==> src/rtl/jddm_pkg.sv <==
`default_nettype none
package jddm_pkg;

  localparam int unsigned PULSE_W    = 16;
  localparam int unsigned HELD_W     = 17;
  localparam int unsigned FAILSAFE_W = 12;
  localparam int unsigned DEADBAND_W = 11;
  localparam int unsigned OFFSET_W   = 8;
  localparam int unsigned THR_W      = 8;
  localparam int unsigned LEVEL_W    = 11;
  localparam int unsigned PINS_W     = 4;
  localparam int unsigned COORD_W    = 13;
  localparam int unsigned DIFF_W     = 11;
  localparam int unsigned PROD_W     = 29;
  localparam int unsigned RECIP_W    = 15;
  localparam int unsigned CFG_IDX_W  = 3;
  localparam int unsigned CFG_DATA_W = 16;

  // input span 800..2200 maps onto -1550..1550
  localparam logic [HELD_W-1:0]         IN_LO   = 17'd800;
  localparam logic [HELD_W-1:0]         IN_HI   = 17'd2200;
  localparam logic signed [COORD_W-1:0] OUT_LIM = 13'sd1550;
  localparam logic [LEVEL_W-1:0]        MAX_LEVEL = 11'd1550;

  // x*31/14 = ((x*31) >> 1) / 7, and /7 as multiply by ceil(2^17/7) then shift
  localparam logic [RECIP_W-1:0] RECIP_7     = 15'd18725;
  localparam int unsigned        RECIP_SHIFT = 17;

  localparam logic [CFG_IDX_W-1:0] CFG_LOW_LIMIT  = 3'd0;
  localparam logic [CFG_IDX_W-1:0] CFG_HIGH_LIMIT = 3'd1;
  localparam logic [CFG_IDX_W-1:0] CFG_FAILSAFE   = 3'd2;
  localparam logic [CFG_IDX_W-1:0] CFG_DEADBAND   = 3'd3;
  localparam logic [CFG_IDX_W-1:0] CFG_OFFSET     = 3'd4;
  localparam logic [CFG_IDX_W-1:0] CFG_FLIP_THR   = 3'd5;

  localparam logic [PULSE_W-1:0]    RST_LOW_LIMIT  = 16'd900;
  localparam logic [PULSE_W-1:0]    RST_HIGH_LIMIT = 16'd2100;
  localparam logic [FAILSAFE_W-1:0] RST_FAILSAFE   = 12'd1500;
  localparam logic [DEADBAND_W-1:0] RST_DEADBAND   = 11'd50;
  localparam logic [OFFSET_W-1:0]   RST_OFFSET     = 8'd15;
  localparam logic [THR_W-1:0]      RST_FLIP_THR   = 8'd5;

  // logical bridge enables
  localparam logic [PINS_W-1:0] LOGIC_LF = 4'b0001;
  localparam logic [PINS_W-1:0] LOGIC_LR = 4'b0010;
  localparam logic [PINS_W-1:0] LOGIC_RF = 4'b0100;
  localparam logic [PINS_W-1:0] LOGIC_RR = 4'b1000;

  typedef struct packed {
    logic [PULSE_W-1:0]    low_limit;
    logic [PULSE_W-1:0]    high_limit;
    logic [FAILSAFE_W-1:0] failsafe;
    logic [DEADBAND_W-1:0] deadband;
    logic [OFFSET_W-1:0]   offset;
    logic [THR_W-1:0]      flip_thr;
  } cfg_t;

  typedef struct packed {
    logic              clamp_lo;
    logic              clamp_hi;
    logic [PROD_W-1:0] prod;
  } scaled_t;

  function automatic logic [DIFF_W-1:0] mag_lvl(input logic signed [COORD_W-1:0] v);
    logic signed [COORD_W-1:0] n;
    n = -v;
    return v[COORD_W-1] ? n[DIFF_W-1:0] : v[DIFF_W-1:0];
  endfunction

  function automatic logic [PINS_W-1:0] to_pins(input logic [PINS_W-1:0] lg,
                                                input logic flipped);
    logic [PINS_W-1:0] p;
    p = '0;
    if (!flipped) begin
      p[0] = |(lg & LOGIC_LR);
      p[1] = |(lg & LOGIC_LF);
      p[2] = |(lg & LOGIC_RR);
      p[3] = |(lg & LOGIC_RF);
    end else begin
      p[0] = |(lg & LOGIC_RF);
      p[1] = |(lg & LOGIC_RR);
      p[2] = |(lg & LOGIC_LF);
      p[3] = |(lg & LOGIC_LR);
    end
    return p;
  endfunction

endpackage
`default_nettype wire

==> src/rtl/joystick_differential_drive_mixer_core.sv <==
// channel  direction  handshake                 payload
// in       sink       in_valid_i / in_ready_o   raw_pulse_a_i raw_pulse_b_i edge_seen_i tilt_accel_i
// out      source     out_valid_o / out_ready_i left_duty_o right_duty_o bridge_pins_o inverted_mode_o
// cfg      sink       cfg_we_i                  cfg_idx_i cfg_wdata_i
//
// one beat per cycle sustained while the output is not stalled; each beat passes the stages below in order
// stages: input register, pulse hold and tilt state, scaling multiplier, mixing
// held pulses and tilt state update once per beat taken into the hold stage
// a stalled output holds each stage that is full; empty stages still take beats
// reset is asynchronous active low and loads the register defaults
`default_nettype none
module joystick_differential_drive_mixer_core #(
  parameter int unsigned COUNT_BITS = 8
) (
  input  wire logic                                 clk_i,
  input  wire logic                                 rst_ni,
  input  wire logic                                 in_valid_i,
  output logic                                      in_ready_o,
  input  wire logic [jddm_pkg::PULSE_W-1:0]         raw_pulse_a_i,
  input  wire logic [jddm_pkg::PULSE_W-1:0]         raw_pulse_b_i,
  input  wire logic                                 edge_seen_i,
  input  wire logic signed [jddm_pkg::PULSE_W-1:0]  tilt_accel_i,
  output logic                                      out_valid_o,
  input  wire logic                                 out_ready_i,
  output logic [jddm_pkg::LEVEL_W-1:0]              left_duty_o,
  output logic [jddm_pkg::LEVEL_W-1:0]              right_duty_o,
  output logic [jddm_pkg::PINS_W-1:0]               bridge_pins_o,
  output logic                                      inverted_mode_o,
  input  wire logic                                 cfg_we_i,
  input  wire logic [jddm_pkg::CFG_IDX_W-1:0]       cfg_idx_i,
  input  wire logic [jddm_pkg::CFG_DATA_W-1:0]      cfg_wdata_i
);

  jddm_pkg::cfg_t cfg_q, cfg_d;

  logic v0_q, v0_d, v1_q, v1_d, v2_q, v2_d, v3_q, v3_d;
  logic rdy1, rdy2, rdy3, en1, en2, en3, in_acc;

  logic [jddm_pkg::PULSE_W-1:0]        raw_a_q, raw_b_q;
  logic                                edge_q;
  logic signed [jddm_pkg::PULSE_W-1:0] tilt_q;
  logic                                flip2_q, flip3_q;

  logic [jddm_pkg::HELD_W-1:0]  held_a, held_b;
  logic                         flipped;
  jddm_pkg::scaled_t            sa, sb;
  logic [jddm_pkg::LEVEL_W-1:0] left_lvl, right_lvl;
  logic [jddm_pkg::PINS_W-1:0]  pins;

  always_comb begin
    cfg_d = cfg_q;
    if (cfg_we_i) begin
      case (cfg_idx_i)
        jddm_pkg::CFG_LOW_LIMIT:  cfg_d.low_limit  = cfg_wdata_i;
        jddm_pkg::CFG_HIGH_LIMIT: cfg_d.high_limit = cfg_wdata_i;
        jddm_pkg::CFG_FAILSAFE:   cfg_d.failsafe   = cfg_wdata_i[jddm_pkg::FAILSAFE_W-1:0];
        jddm_pkg::CFG_DEADBAND:   cfg_d.deadband   = cfg_wdata_i[jddm_pkg::DEADBAND_W-1:0];
        jddm_pkg::CFG_OFFSET:     cfg_d.offset     = cfg_wdata_i[jddm_pkg::OFFSET_W-1:0];
        jddm_pkg::CFG_FLIP_THR:   cfg_d.flip_thr   = cfg_wdata_i[jddm_pkg::THR_W-1:0];
        default: ;
      endcase
    end
  end

  always_ff @(posedge clk_i or negedge rst_ni) begin
    if (!rst_ni) begin
      cfg_q.low_limit  <= jddm_pkg::RST_LOW_LIMIT;
      cfg_q.high_limit <= jddm_pkg::RST_HIGH_LIMIT;
      cfg_q.failsafe   <= jddm_pkg::RST_FAILSAFE;
      cfg_q.deadband   <= jddm_pkg::RST_DEADBAND;
      cfg_q.offset     <= jddm_pkg::RST_OFFSET;
      cfg_q.flip_thr   <= jddm_pkg::RST_FLIP_THR;
    end else begin
      cfg_q <= cfg_d;
    end
  end

  // pipeline flow
  always_comb begin
    rdy3 = !v3_q || out_ready_i;
    en3  = v2_q && rdy3;
    rdy2 = !v2_q || rdy3;
    en2  = v1_q && rdy2;
    rdy1 = !v1_q || rdy2;
    en1  = v0_q && rdy1;
    in_ready_o = !v0_q || rdy1;
    in_acc = in_valid_i && in_ready_o;
    v0_d = in_acc ? 1'b1 : (en1 ? 1'b0 : v0_q);
    v1_d = en1 ? 1'b1 : (en2 ? 1'b0 : v1_q);
    v2_d = en2 ? 1'b1 : (en3 ? 1'b0 : v2_q);
    v3_d = en3 ? 1'b1 : ((v3_q && out_ready_i) ? 1'b0 : v3_q);
  end

  always_ff @(posedge clk_i or negedge rst_ni) begin
    if (!rst_ni) begin
      v0_q <= 1'b0;
      v1_q <= 1'b0;
      v2_q <= 1'b0;
      v3_q <= 1'b0;
    end else begin
      v0_q <= v0_d;
      v1_q <= v1_d;
      v2_q <= v2_d;
      v3_q <= v3_d;
    end
  end

  always_ff @(posedge clk_i) begin
    if (in_acc) begin
      raw_a_q <= raw_pulse_a_i;
      raw_b_q <= raw_pulse_b_i;
      edge_q  <= edge_seen_i;
      tilt_q  <= tilt_accel_i;
    end
    if (en2) flip2_q <= flipped;
    if (en3) flip3_q <= flip2_q;
  end

  jddm_capture #(
    .COUNT_BITS(COUNT_BITS)
  ) u_capture (
    .clk_i     (clk_i),
    .rst_ni    (rst_ni),
    .en_i      (en1),
    .cfg_i     (cfg_q),
    .raw_a_i   (raw_a_q),
    .raw_b_i   (raw_b_q),
    .edge_i    (edge_q),
    .tilt_i    (tilt_q),
    .held_a_o  (held_a),
    .held_b_o  (held_b),
    .flipped_o (flipped)
  );

  jddm_scale u_scale_a (
    .clk_i    (clk_i),
    .en_i     (en2),
    .pulse_i  (held_a),
    .scaled_o (sa)
  );

  jddm_scale u_scale_b (
    .clk_i    (clk_i),
    .en_i     (en2),
    .pulse_i  (held_b),
    .scaled_o (sb)
  );

  jddm_mix u_mix (
    .clk_i         (clk_i),
    .rst_ni        (rst_ni),
    .en_i          (en3),
    .sa_i          (sa),
    .sb_i          (sb),
    .flipped_i     (flip2_q),
    .deadband_i    (cfg_q.deadband),
    .left_level_o  (left_lvl),
    .right_level_o (right_lvl),
    .pins_o        (pins)
  );

  assign out_valid_o     = v3_q;
  assign left_duty_o     = flip3_q ? right_lvl : left_lvl;
  assign right_duty_o    = flip3_q ? left_lvl : right_lvl;
  assign bridge_pins_o   = pins;
  assign inverted_mode_o = flip3_q;

`ifndef SYNTH
  a_full_when_blocked: assert property (@(posedge clk_i) disable iff (!rst_ni)
    !in_ready_o |-> (v0_q && v1_q && v2_q && v3_q))
    else $error("input blocked with a free stage");

  a_pins_pairs: assert property (@(posedge clk_i) disable iff (!rst_ni)
    (pins == '0) || ($countones(pins) == 2))
    else $error("bridge pattern not zero or a pair");

  a_no_shoot_through: assert property (@(posedge clk_i) disable iff (!rst_ni)
    !(pins[0] && pins[1]) && !(pins[2] && pins[3]))
    else $error("both directions enabled on one motor");

  a_level_range: assert property (@(posedge clk_i) disable iff (!rst_ni)
    (left_lvl <= jddm_pkg::MAX_LEVEL) && (right_lvl <= jddm_pkg::MAX_LEVEL))
    else $error("drive level above full scale");
`endif

endmodule
`default_nettype wire

==> src/rtl/jddm_capture.sv <==
`default_nettype none
module jddm_capture #(
  parameter int unsigned COUNT_BITS = 8
) (
  input  wire logic                              clk_i,
  input  wire logic                              rst_ni,
  input  wire logic                              en_i,
  input  wire jddm_pkg::cfg_t                    cfg_i,
  input  wire logic [jddm_pkg::PULSE_W-1:0]      raw_a_i,
  input  wire logic [jddm_pkg::PULSE_W-1:0]      raw_b_i,
  input  wire logic                              edge_i,
  input  wire logic signed [jddm_pkg::PULSE_W-1:0] tilt_i,
  output logic [jddm_pkg::HELD_W-1:0]            held_a_o,
  output logic [jddm_pkg::HELD_W-1:0]            held_b_o,
  output logic                                   flipped_o
);

  localparam int unsigned CmpW = (COUNT_BITS > jddm_pkg::THR_W) ? COUNT_BITS
                                                                : jddm_pkg::THR_W;
  localparam logic [COUNT_BITS-1:0] CountMax = '1;

  logic [jddm_pkg::HELD_W-1:0] held_a_q, held_a_d, held_b_q, held_b_d;
  logic [jddm_pkg::HELD_W-1:0] cand_a, cand_b, off_ext, low_ext, high_ext, fs_ext;
  logic [COUNT_BITS-1:0]       neg_q, neg_d, pos_q, pos_d, neg_n, pos_n;
  logic                        flipped_q, flipped_d;
  logic                        fail, tilt_neg, tilt_pos, set_flip, clr_flip;

  always_comb begin
    off_ext  = jddm_pkg::HELD_W'(cfg_i.offset);
    low_ext  = jddm_pkg::HELD_W'(cfg_i.low_limit);
    high_ext = jddm_pkg::HELD_W'(cfg_i.high_limit);
    fs_ext   = jddm_pkg::HELD_W'(cfg_i.failsafe);
    cand_a = edge_i ? jddm_pkg::HELD_W'(raw_a_i) + off_ext : held_a_q;
    cand_b = edge_i ? jddm_pkg::HELD_W'(raw_b_i) + off_ext : held_b_q;
    fail = (cand_a < low_ext) || (cand_b < low_ext) ||
           (cand_a > high_ext) || (cand_b > high_ext);
    held_a_d = fail ? fs_ext : cand_a;
    held_b_d = fail ? fs_ext : cand_b;

    tilt_neg = tilt_i[jddm_pkg::PULSE_W-1];
    tilt_pos = !tilt_neg && (tilt_i != '0);
    neg_n = neg_q;
    pos_n = pos_q;
    if (tilt_neg) begin
      if (neg_q != CountMax) neg_n = neg_q + COUNT_BITS'(1);
    end else begin
      if (pos_q != CountMax) pos_n = pos_q + COUNT_BITS'(1);
    end
    set_flip = tilt_neg && (CmpW'(neg_n) > CmpW'(cfg_i.flip_thr));
    clr_flip = tilt_pos && (CmpW'(pos_n) > CmpW'(cfg_i.flip_thr));
    neg_d = neg_n;
    pos_d = pos_n;
    flipped_d = flipped_q;
    if (set_flip || clr_flip) begin
      neg_d = '0;
      pos_d = '0;
      flipped_d = set_flip;
    end
  end

  always_ff @(posedge clk_i or negedge rst_ni) begin
    if (!rst_ni) begin
      held_a_q  <= '0;
      held_b_q  <= '0;
      neg_q     <= '0;
      pos_q     <= '0;
      flipped_q <= 1'b0;
    end else if (en_i) begin
      held_a_q  <= held_a_d;
      held_b_q  <= held_b_d;
      neg_q     <= neg_d;
      pos_q     <= pos_d;
      flipped_q <= flipped_d;
    end
  end

  assign held_a_o  = held_a_q;
  assign held_b_o  = held_b_q;
  assign flipped_o = flipped_q;

endmodule
`default_nettype wire

==> src/rtl/jddm_scale.sv <==
`default_nettype none
module jddm_scale (
  input  wire logic                         clk_i,
  input  wire logic                         en_i,
  input  wire logic [jddm_pkg::HELD_W-1:0]  pulse_i,
  output jddm_pkg::scaled_t                 scaled_o
);

  logic [jddm_pkg::HELD_W-1:0]  span;
  logic [jddm_pkg::DIFF_W-1:0]  d;
  logic [15:0]                  n;
  logic [14:0]                  m;
  jddm_pkg::scaled_t            scaled_d, scaled_q;

  always_comb begin
    span = pulse_i - jddm_pkg::IN_LO;
    d    = span[jddm_pkg::DIFF_W-1:0];
    n    = {d, 5'b0} - 16'(d);
    m    = n[15:1];
    scaled_d.clamp_lo = pulse_i < jddm_pkg::IN_LO;
    scaled_d.clamp_hi = pulse_i >= jddm_pkg::IN_HI;
    scaled_d.prod     = jddm_pkg::PROD_W'(m) * jddm_pkg::PROD_W'(jddm_pkg::RECIP_7);
  end

  always_ff @(posedge clk_i) begin
    if (en_i) begin
      scaled_q <= scaled_d;
    end
  end

  assign scaled_o = scaled_q;

endmodule
`default_nettype wire

==> src/rtl/jddm_mix.sv <==
`default_nettype none
module jddm_mix (
  input  wire logic                             clk_i,
  input  wire logic                             rst_ni,
  input  wire logic                             en_i,
  input  wire jddm_pkg::scaled_t                sa_i,
  input  wire jddm_pkg::scaled_t                sb_i,
  input  wire logic                             flipped_i,
  input  wire logic [jddm_pkg::DEADBAND_W-1:0]  deadband_i,
  output logic [jddm_pkg::LEVEL_W-1:0]          left_level_o,
  output logic [jddm_pkg::LEVEL_W-1:0]          right_level_o,
  output logic [jddm_pkg::PINS_W-1:0]           pins_o
);

  localparam int unsigned QW = jddm_pkg::PROD_W - jddm_pkg::RECIP_SHIFT;

  logic signed [jddm_pkg::COORD_W-1:0] x, y, sum, dif;
  logic [jddm_pkg::LEVEL_W-1:0]        left_q, left_d, right_q, right_d;
  logic [jddm_pkg::PINS_W-1:0]         pins_q, pins_d, lg;
  logic [jddm_pkg::DIFF_W-1:0]         mx, my, msum, mdif;
  logic                                hit;

  function automatic logic signed [jddm_pkg::COORD_W-1:0] coord(
      input jddm_pkg::scaled_t s);
    logic [QW-1:0] q;
    q = s.prod[jddm_pkg::PROD_W-1:jddm_pkg::RECIP_SHIFT];
    if (s.clamp_lo) return -jddm_pkg::OUT_LIM;
    if (s.clamp_hi) return jddm_pkg::OUT_LIM;
    return $signed(jddm_pkg::COORD_W'(q)) - jddm_pkg::OUT_LIM;
  endfunction

  always_comb begin
    x    = coord(sa_i);
    y    = coord(sb_i);
    sum  = y + x;
    dif  = y - x;
    mx   = jddm_pkg::mag_lvl(x);
    my   = jddm_pkg::mag_lvl(y);
    msum = jddm_pkg::mag_lvl(sum);
    mdif = jddm_pkg::mag_lvl(dif);
    hit  = 1'b1;
    left_d  = left_q;
    right_d = right_q;
    lg      = '0;
    if ((mx < deadband_i) && (my < deadband_i)) begin
      hit = 1'b0;
      left_d  = '0;
      right_d = '0;
    end else if (x < 0 && y < 0) begin
      if (x >= y) begin
        left_d = mdif; right_d = my; lg = jddm_pkg::LOGIC_RR | jddm_pkg::LOGIC_LR;
      end else begin
        left_d = mdif; right_d = mdif; lg = jddm_pkg::LOGIC_LR | jddm_pkg::LOGIC_RF;
      end
    end else if (x < 0 && y > 0) begin
      if (sum >= 0) begin
        left_d = msum; right_d = my; lg = jddm_pkg::LOGIC_RF | jddm_pkg::LOGIC_LF;
      end else begin
        left_d = msum; right_d = mx; lg = jddm_pkg::LOGIC_LR | jddm_pkg::LOGIC_RF;
      end
    end else if (x > 0 && y < 0) begin
      if (sum <= 0) begin
        left_d = my; right_d = msum; lg = jddm_pkg::LOGIC_RR | jddm_pkg::LOGIC_LR;
      end else begin
        left_d = msum; right_d = msum; lg = jddm_pkg::LOGIC_LF | jddm_pkg::LOGIC_RR;
      end
    end else if (x > 0 && y > 0) begin
      if (y >= x) begin
        left_d = my; right_d = mdif; lg = jddm_pkg::LOGIC_RF | jddm_pkg::LOGIC_LF;
      end else begin
        left_d = mx; right_d = mdif; lg = jddm_pkg::LOGIC_LF | jddm_pkg::LOGIC_RR;
      end
    end else begin
      hit = 1'b0;
    end
    if (hit) begin
      pins_d = jddm_pkg::to_pins(lg, flipped_i);
    end else if ((mx < deadband_i) && (my < deadband_i)) begin
      pins_d = '0;
    end else begin
      pins_d = pins_q;
    end
  end

  always_ff @(posedge clk_i or negedge rst_ni) begin
    if (!rst_ni) begin
      left_q  <= '0;
      right_q <= '0;
      pins_q  <= '0;
    end else if (en_i) begin
      left_q  <= left_d;
      right_q <= right_d;
      pins_q  <= pins_d;
    end
  end

  assign left_level_o  = left_q;
  assign right_level_o = right_q;
  assign pins_o        = pins_q;

endmodule
`default_nettype wire
==> config.mk <==
export PLATFORM = sky130hd
export DESIGN_NAME = joystick_differential_drive_mixer_core
export DESIGN_NICKNAME = d
export VERILOG_FILES = /design/src/rtl/jddm_pkg.sv /design/src/rtl/joystick_differential_drive_mixer_core.sv /design/src/rtl/jddm_capture.sv /design/src/rtl/jddm_scale.sv /design/src/rtl/jddm_mix.sv
export SDC_FILE = /design/constraint.sdc
export NUM_CORES = 1
export LEC_CHECK = 0
export BUFFER_PORTS_ARGS = -buffer_cell sky130_fd_sc_hd__buf_4
export CAP_MARGIN = 20
export CORE_ASPECT_RATIO = 1.75
export CORE_MARGIN = 3
export CORE_UTILIZATION = 52
export CTS_CLUSTER_SIZE = 8
export DETAILED_ROUTE_END_ITERATION = 7
export GPL_ROUTABILITY_DRIVEN = 0
export PLACE_DENSITY = 0.69
export SKIP_LAST_GASP = 1
export SLEW_MARGIN = 40
export SYNTH_ARGS = -nofsm -noshare
export SYNTH_HDL_FRONTEND = slang
export SYNTH_SLANG_ARGS = --single-unit
export TNS_END_PERCENT = 5
==> constraint.sdc <==
create_clock -name clk_i -period 9.05 [get_ports clk_i]
set_input_delay 0.905 -clock clk_i [delete_from_list [all_inputs] [get_ports clk_i]]
set_output_delay 0.905 -clock clk_i [all_outputs]
set_load 0.05 [all_outputs]
==> parameters.txt, run 1 <==
Parameter                              Value

Die
  Core footprint    ~0.044 mm2
  Num ports    102
  Floorplan die width    165.0 um
  Starting utilization of the core area    52.74%
  Total Die Area    0.04687 mm2
  Height of the chip    between 200 and 300 um
  Row cnt    101

Layout
  Number of antenna repair diodes    0
  Post-route insts no fill    approximately 3,100
  Top library cells by usage in the layout, fill and taps aside    ha_1 (382), inv_1 (254), nand2_1 (167)
  Final core utilization    58.29%
  Post-route cell area    roughly 0.025 mm2
  Final-stage net count    3,039
  Layout Area Growth over Synthesis    10.52%
  Most frequent standard cell in the layout excluding fill and tap cells    ha_1
  Share of layout cells above drive strength 1    12.53%

Detailed routing
  DRC Markers    0
  Number of iterations in the first detailed-routing pass    5
  Number of vias after detailed routing    18,870
  Vias per std cell    6.082
  Wire length per cell after detailed routing    20.66 um
  Total wire length    64,090 um
  Count of routing violations after the opening detailed-route iteration    1,146
  Remaining antenna violation count after routing    0

CTS
  Number of buffers inserted during clock tree synthesis    35
  Buffer count from post-CTS setup fixing    0
  # H-tree levels    2
  Sinks on the clock net    231
  Clock network latency to the later pin of the worst-skew pair    ~0.52 ns
  Clock tree from TritonCTS    yes
  Buffer type at the clock tree root    clkbuf_16
  Clock-pin slew of the registers on the worst-case setup and hold paths    0.06 ns
  Post-CTS Hold Fix Bufs    0
  Number of buffers between clock root and the deepest sink    3

Timing
  Period utilization    91.88%
  Final Hold Viols    0
  Least-Margin Pin Slew    0.8568 ns
  Setup TNS    0 ns
  Total of endpoints with negative setup slack in the final report    0
  Unrepaired setup endpoints after global routing    no
  Worst slew margin    42.47%
  Maximum operating frequency    around 0.12 GHz
  Clock period minus final worst setup slack    between 8 and 9 ns
  Final worst clock skew    0.01969 ns
  Count of final max-slew check failures    0

Worst setup path
  Worst EP arrival    8.58 ns
  Number of cells traversed by the worst register-to-register path    29
  Worst Path Class, Setup    reg -> reg
  Cell with the biggest individual delay on the critical path    fa_1
  Slowest cell delay on critical path    approximately 0.54 ns
  Endpoint of the lowest-slack register-to-register path    u_scale_b.scaled_o[28]
  Peak fanout along the critical path    7
  Nature of the critical path startpoint    flop
  FF-to-FF setup slack    between 0.7 and 0.8 ns
  Critical R2R Launch    u_capture.held_b_o[5]
  Most used cell, CP    ha_1
  Element type at the critical path end    flop
  Required @ worst endpoint    roughly 9.3 ns

Global routing
  Via count of the first global-routing pass    19,960
  Antenna violations before repair    1
  Largest net degree at the start of global routing    92
  GRT Overall Usage    27.40%
  Wire length of the first global-routing pass    101,300 um
  Congestion Overflow GR    0

Place
  Placement Cell Area    0.02434 mm2
  Count of buffers inserted at the top-level ports    101
  HPWL reported at the end of detailed placement    51,710 um
  Count of placed standard cells including taps    3,040

Logic synthesis
  Share of synthesized registers carrying an async set or reset    65.80%
  Post-synthesis register bit count    231
  Syn. warnings    0
  Number of synthesized flops with an enable pin    79
  Proportion of synthesized chip area in sequential cells    between 20% and 30%
  Largest cells by area after synthesis    ha_1 (21%), dfrtp_1 (14%), edfxtp_1 (10%)
  Cell taking the most area after synthesis    ha_1
  Avg Synthesized Cell Area    around 9.5 um2
  Synth cell types    97
  Top FF cell, synth    dfrtp_1
  Portion of synthesized cell area occupied by the leading cell type    20.79%
  Synth Instances    2,430
  Net count of the mapped netlist    2,957
  Area of the mapped netlist    0.02299 mm2

Run status
  Result of the run    complete, no violations

Job
  Reported max-cap violation count    0

Min path
  Hold WC Path Type    in -> async
==> logic make-up (layout without fill, tap and decap cells) <==
kind of cell    count (synthesis)  after routing  synth area share, %
simple gates                  597            597                13.13
compound gates                542            542                15.85
fa+ha+maj                     460            460                27.32
buf+inv                       334            441                5.638
flops                         231            231                26.99
xor+xnor                      173            173                6.623
mux                            93             93                4.446
==> stage by stage <==
stage	setup slack (ns)	hold WS, ns
after CTS	0.5503	0.4266
final	0.7353	0.2246
after global placement	0.8036	0.4857
after global routing	0.1384	0.2191
after floorplan	1.354	0.4253
after detailed placement	0.5492	0.4906
==> flip-flops by register name, indices dropped and copies added (netlist names), 11 cells and up <==
register             cells
u_capture.held_a_o      17
u_scale_a.scaled_o      14
raw_a_q                 16
u_capture.held_b_o      17
u_mix.right_level_o     11
u_mix.left_level_o      11
raw_b_q                 16
u_scale_b.scaled_o      14
tilt_q                  16
cfg_q                   71
==> synthesized netlist by cell type, types with 17 or more instances <==
library cell    n
nand3_1        50
fa_1           72
o21ai_0       135
a21o_1         41
clkbuf_1       44
o21a_1         19
o211ai_1       20
o21bai_1       18
and3_1         19
nor2_1        134
nand4_1        27
mux2i_1        20
dfrtp_1       128
a221o_1        27
buf_2          25
nor2b_1        21
a21oi_1       110
dfstp_2        24
nand2_1       168
and2_1         25
xor2_1         57
a31oi_1        21
a211oi_1       17
nand2b_1       22
xnor2_1       115
edfxtp_1       79
ha_1          382
mux2_2         73
inv_1         254
nor3_1         52
==> worst max path at each step <==
stage,startpoint,to,slack [ns],cells after the start
5_1_grt,u_capture.held_b_o[5],u_scale_b.scaled_o[28],0.14,28
3_5_place_dp,u_capture.held_b_o[5],u_scale_b.scaled_o[28],0.55,28
6_report,u_capture.held_b_o[5],u_scale_b.scaled_o[28],0.74,29
2_1_floorplan,u_capture.held_b_o[5],u_scale_b.scaled_o[28],1.35,30
3_3_place_gp,u_capture.held_b_o[5],u_scale_b.scaled_o[28],0.80,29
4_1_cts,u_capture.held_b_o[5],u_scale_b.scaled_o[28],0.55,29
==> layout make-up <==
| cell class | instances | area, um2 |
|---|---|---|
| fill | 3827 | 18190 |
| clock inverter | 4 | 32.53 |
| tap | 566 | 708.2 |
| inverter | 256 | 960.9 |
| timing repair buffer | 123 | 958.4 |
| clock buffer | 58 | 972.2 |
| multi-input combinational | 1865 | 15570 |
| sequential | 231 | 6206 |
==> timing repair <==
| item | in CTS | in global routing |
|---|---|---|
| endpoints found under the hold margin | 0 | 0 |
| endpoints found under the setup margin | 0 | 1 |
| resized for setup | 0 | 1 |
==> critical path: cells and delay by family (launching register included) <==
kind,cells,cell delay (ns)
adders and majority gates,11,4.31
AOI/OAI and AO/OA,9,1.98
and+or+nand+nor,4,0.65
DFF,1,0.45
xor gates and xnor gates,2,0.44
buffers and inverters,3,0.25
==> per-layer routing <==
layer	track usage [%]	routed length (um)	up-vias
met5	0	0	-
met4	20.86	5880	0
met3	4.477	3125	277
met2	51.32	34090	670
met1	25.70	21000	9059
li1	-	-	8867
Power of run 1 is left out: the tool's default activity adds up to more than one toggle a clock period on the data nets, which glitch-free logic cannot reach.
==> run 2: changes to the inputs <==
--- a/config.mk
+++ b/config.mk
@@ -10,7 +10,7 @@
 export CORE_ASPECT_RATIO = 1.75
 export CORE_MARGIN = 3
 export CORE_UTILIZATION = 52
-export CTS_CLUSTER_SIZE = 8
+export CTS_CLUSTER_SIZE = 28
 export DETAILED_ROUTE_END_ITERATION = 7
 export GPL_ROUTABILITY_DRIVEN = 0
 export PLACE_DENSITY = 0.69
==> constraint.sdc (replaced) <==
create_clock -name clk_i -period 9.05 [get_ports clk_i]
set_input_delay 1.81 -clock clk_i [delete_from_list [all_inputs] [get_ports clk_i]]
set_output_delay 1.81 -clock clk_i [all_outputs]
set_load 0.05 [all_outputs]
==> parameters.txt, run 2 (same netlist as run 1, synthesis figures left out) <==
Parameter                              Value

Run status
  Result of the run    complete, no violations

Layout
  Register with the highest flop count    cfg_q
  Number of antenna repair diodes    0
  Share of layout cells above drive strength 1    12.54%
  Register area    0.006206 mm2
  Final-stage net count    just over 3,000
  Most frequent standard cell in the layout excluding fill and tap cells    ha_1
  Number of flip-flops under the largest register name    71
  Area taken by multi-input logic gates    0.01556 mm2
  Layout Area Growth over Synthesis    9.953%
  Top library cells by usage in the layout, fill and taps aside    ha_1 (382), inv_1 (254), nand2_1 (167)
  Number of fill cells    3,824

CTS
  Buffer type at the clock tree root    clkbuf_16
  Number of buffers between clock root and the deepest sink    3
  # H-tree levels    1
  Post-CTS Hold Fix Bufs    0
  Number of resized instances in the post-cts repair step    0
  Clock network latency to the later pin of the worst-skew pair    0.56 ns
  Sinks on the clock net    231
  Number of buffers inserted during clock tree synthesis    24
  Buffer count from post-CTS setup fixing    0
  Clock tree from TritonCTS    yes
  Clock-pin slew of the registers on the worst-case setup and hold paths    around 0.070 ns

Global routing
  GRT Overall Usage    about 27%
  Congestion Overflow GR    0
  Antenna violations before repair    0
  Via count of the first global-routing pass    19,850
  Largest net degree at the start of global routing    92
  Wire length of the first global-routing pass    about 100,000 um

Die
  Num ports    102
  Total Die Area    between 0.04 and 0.05 mm2
  Core footprint    0.04360 mm2
  Floorplan die width    165.0 um
  Height of the chip    284.2 um
  Row cnt    101
  Starting utilization of the core area    between 50% and 60%

Detailed routing
  Wire length per cell after detailed routing    around 21 um
  Vias per std cell    just over 6
  Remaining antenna violation count after routing    0
  Number of iterations in the first detailed-routing pass    5
  Number of vias after detailed routing    around 19,000
  Total wire length    63,750 um
  DRC Markers    0
  Count of routing violations after the opening detailed-route iteration    about 1,100

Worst setup path
  Nature of the critical path startpoint    flop
  Top Family by Delay on Critical Path    adder cells
  Sum of buffers and inverters on the critical path    3
  Slowest cell delay on critical path    approximately 0.54 ns
  Worst EP arrival    between 8 and 9 ns
  Peak fanout along the critical path    7
  Element type at the critical path end    flop
  Cell with the biggest individual delay on the critical path    fa_1
  Worst Path Class, Setup    reg -> reg
  Most used cell, CP    ha_1
  Required @ worst endpoint    9.35 ns

Timing
  Unrepaired setup endpoints after global routing    no
  Maximum operating frequency    0.1205 GHz
  Clock period minus final worst setup slack    around 8.3 ns
  Count of final max-slew check failures    0
  Total of endpoints with negative setup slack in the final report    0
  Setup TNS    0 ns
  Period utilization    91.71%
  Final worst clock skew    0.03440 ns
  Final Hold Viols    0
  Least-Margin Pin Slew    slightly below 0.9 ns
  Worst slew margin    42.27%

Job
  Reported max-cap violation count    0

Min path
  Hold WC Path Type    reg -> reg

Place
  HPWL reported at the end of detailed placement    between 50,000 and 60,000 um
  Count of buffers inserted at the top-level ports    around 100
## run 2: cell types whose count changed in the layout (fill, tap and decap cells not counted), sizes merged
| cell | before | now |
|---|---|---|
| inv | 259 | 257 |
| clkbuf | 58 | 33 |
| clkinv | 1 | 4 |
| bufinv | 0 | 4 |
| clkinvlp | 0 | 2 |
## run 2: worst paths after layout
check                                       from                      to  slack, ns  cells past startpoint
max in group asynchronous                 rst_ni  u_capture.held_b_o[16]       6.70                      3
min in group asynchronous                 rst_ni   u_mix.left_level_o[6]       1.09                      1
setup reg to reg           u_capture.held_b_o[5]  u_scale_b.scaled_o[28]       0.75                     29
hold reg to reg                  u_mix.pins_o[0]         u_mix.pins_o[0]       0.49                      2
setup / recovery           u_capture.held_b_o[5]  u_scale_b.scaled_o[28]       0.75                     29
hold / removal                   u_mix.pins_o[0]         u_mix.pins_o[0]       0.49                      2
## run 2: final cells by class
type / count / area share (%)
clock buffers: 33 / 2.836
clock inverters: 11 / 0.6632
inverters: 256 / 3.801
multi-input cells: 1865 / 61.56
flip-flops and latches: 231 / 24.55
well taps: 566 / 2.801
repair buffers: 123 / 3.791
## run 2: metal layers
metal	part of all wire [%]	global-route usage, %	vias up
met1	33	25.84	9041
li1	-	-	8844
met5	0	0	-
met4	8.7	19.98	0
met3	4.4	3.558	266
met2	54	51.41	658
## run 2: metrics by stage
stage	setup WS (ns)	hold slack, ns	area [um2]	std cells	util [%]
2_1_floorplan	1.354	0.4253	22990	2430	-
3_3_place_gp	0.8036	0.4857	24290	3039	55.72
3_5_place_dp	0.5492	0.4906	24340	3040	55.83
4_1_cts	0.5428	0.5038	25220	3084	57.86
5_1_grt	0.1390	0.5291	25280	3085	57.99
6_report	0.7499	0.4904	25280	3085	57.99
## run 2: worst reg2reg max path, delay by kind of cell (launching register included)
kind            cells  cell delay [ns]
xor+xnor            2             0.43
fa+ha+maj          11             4.31
compound gates      9             1.96
simple gates        4             0.64
buf+inv             3             0.24
flops               1             0.46
Power of run 2 is left out for the same reason.
==> run 3: changes to the inputs <==
--- a/config.mk
+++ b/config.mk
@@ -10,6 +10,7 @@
 export CORE_ASPECT_RATIO = 1.75
 export CORE_MARGIN = 3
 export CORE_UTILIZATION = 52
+export CTS_BUF_LIST = sky130_fd_sc_hd__clkbuf_4 sky130_fd_sc_hd__clkbuf_8 sky130_fd_sc_hd__clkbuf_16
 export CTS_CLUSTER_SIZE = 28
 export DETAILED_ROUTE_END_ITERATION = 7
 export GPL_ROUTABILITY_DRIVEN = 0
==> parameters.txt, run 3 (same netlist as run 1, synthesis figures left out) <==
Parameter                              Value

Worst setup path
  Critical R2R Launch    u_capture.held_b_o[5]
  Worst Path Class, Setup    reg -> reg
  Number of cells traversed by the worst register-to-register path    29
  FF-to-FF setup slack    0.75 ns
  Nature of the critical path startpoint    flop
  Element type at the critical path end    flop
  Sum of buffers and inverters on the critical path    3
  Slowest cell delay on critical path    approximately 0.54 ns
  Required @ worst endpoint    just over 9 ns
  Top Family by Delay on Critical Path    adder cells
  Endpoint of the lowest-slack register-to-register path    u_scale_b.scaled_o[28]
  Most used cell, CP    ha_1
  Worst EP arrival    approximately 8.6 ns
  Peak fanout along the critical path    7
  Cell with the biggest individual delay on the critical path    fa_1

Min path
  Cell count of the worst hold path    2
  Worst min-delay path startpoint    u_mix.pins_o[0]
  Worst hold endpoint    u_mix.pins_o[0]
  Hold WC Path Type    reg -> reg

Detailed routing
  Routed met3 length    2989 um
  DRC Markers    0
  Wire length per cell after detailed routing    20.66 um
  Number of vias after detailed routing    roughly 19,000
  M1 wire length    20,850 um
  Count of routing violations after the opening detailed-route iteration    1,149
  Met2 WL    34,230 um
  Number of iterations in the first detailed-routing pass    6
  Vias per std cell    6.077
  Remaining antenna violation count after routing    0
  Top layer reached by signal wires    met4
  Total wire length    approximately 64,000 um

Timing
  Setup TNS    0 ns
  Maximum operating frequency    0.1204 GHz
  Clock period minus final worst setup slack    8.305 ns
  Final Hold Viols    0
  Final worst clock skew    0.03217 ns
  Unrepaired setup endpoints after global routing    no
  Worst slew margin    41.24%
  Period utilization    91.77%
  Count of final max-slew check failures    0
  Least-Margin Pin Slew    0.8747 ns
  Total of endpoints with negative setup slack in the final report    0

CTS
  Clock-pin slew of the registers on the worst-case setup and hold paths    0.07 ns
  Buffer type at the clock tree root    clkbuf_16
  Clock tree from TritonCTS    yes
  # H-tree levels    1
  Number of resized instances in the post-cts repair step    0
  Clock network latency to the later pin of the worst-skew pair    approximately 0.56 ns
  Number of buffers between clock root and the deepest sink    3
  Sinks on the clock net    231
  Post-CTS Hold Fix Bufs    0
  Number of buffers inserted during clock tree synthesis    24
  Buffer count from post-CTS setup fixing    0

Layout
  Post-route insts no fill    3,085
  Layout Area Growth over Synthesis    10.00%
  Most frequent standard cell in the layout excluding fill and tap cells    ha_1
  Number of fill cells    3,825
  Share of layout cells above drive strength 1    between 10% and 20%
  Number of flip-flops under the largest register name    71
  Top library cells by usage in the layout, fill and taps aside    ha_1 (382), inv_1 (254), nand2_1 (167)
  Final-stage net count    3,028
  Number of antenna repair diodes    0
  Register with the highest flop count    cfg_q

Global routing
  Via count of the first global-routing pass    a little under 20,000
  Congestion Overflow GR    0
  Antenna violations before repair    0
  GRT Overall Usage    a little over a quarter
  Largest net degree at the start of global routing    92
  Wire length of the first global-routing pass    ~100,000 um

Die
  Starting utilization of the core area    52.74%
  Num ports    ~100
  Floorplan die width    165.0 um
  Core footprint    between 0.04 and 0.05 mm2
  Row cnt    101
  Total Die Area    0.04687 mm2
  Height of the chip    284.2 um

Run status
  Result of the run    complete, no violations

Job
  Reported max-cap violation count    0

Place
  HPWL reported at the end of detailed placement    51,710 um
  Count of placed standard cells including taps    3,040
  Count of buffers inserted at the top-level ports    just over 100
[run 3: routing by layer]
metal / vias to the layer above / GRT usage [%]
met1: 8993 / 25.84
met4: 0 / 19.98
met3: 271 / 3.558
met5: - / 0
met2: 641 / 51.41
li1: 8843 / -
[run 3: final cells by class]
class                      instances  area [um2]  share of cell area, %
multi-input combinational       1865       15560                  61.53
sequential                       231        6206                  24.54
inverter                         256       960.9                  3.799
timing repair buffer             123       958.4                  3.789
clock buffer                      33       728.2                  2.879
tap                              566       708.2                  2.800
clock inverter                    11       167.7                 0.6629
[run 3: worst min-delay path: stages, from the launching register on]
cell	delay, ns
dfrtp_1	0.35
nand2_1	0.05
o21ai_0	0.06
[run 3: per-stage QoR]
step	hold slack [ns]	utilization (%)	area (um2)	setup WS, ns
global route	0.5291	58.01	25290	0.1390
detailed placement	0.4906	55.83	24340	0.5492
floorplan	0.4253	-	22990	1.354
finish	0.4907	58.01	25290	0.7450
CTS	0.5038	57.88	25240	0.5428
global placement	0.4857	55.72	24290	0.8036
[run 3: how the worst max path moves through the flow]
stage	depth (start not counted)	slack, ns	from	endpoint
after floorplan	30	1.35	u_capture.held_b_o[5]	u_scale_b.scaled_o[28]
after global placement	29	0.80	u_capture.held_b_o[5]	u_scale_b.scaled_o[28]
after detailed placement	28	0.55	u_capture.held_b_o[5]	u_scale_b.scaled_o[28]
after CTS	29	0.54	u_capture.held_b_o[5]	u_scale_b.scaled_o[28]
after global routing	28	0.14	u_capture.held_b_o[5]	u_scale_b.scaled_o[28]
final	29	0.75	u_capture.held_b_o[5]	u_scale_b.scaled_o[28]
Power of run 3 is left out for the same reason.
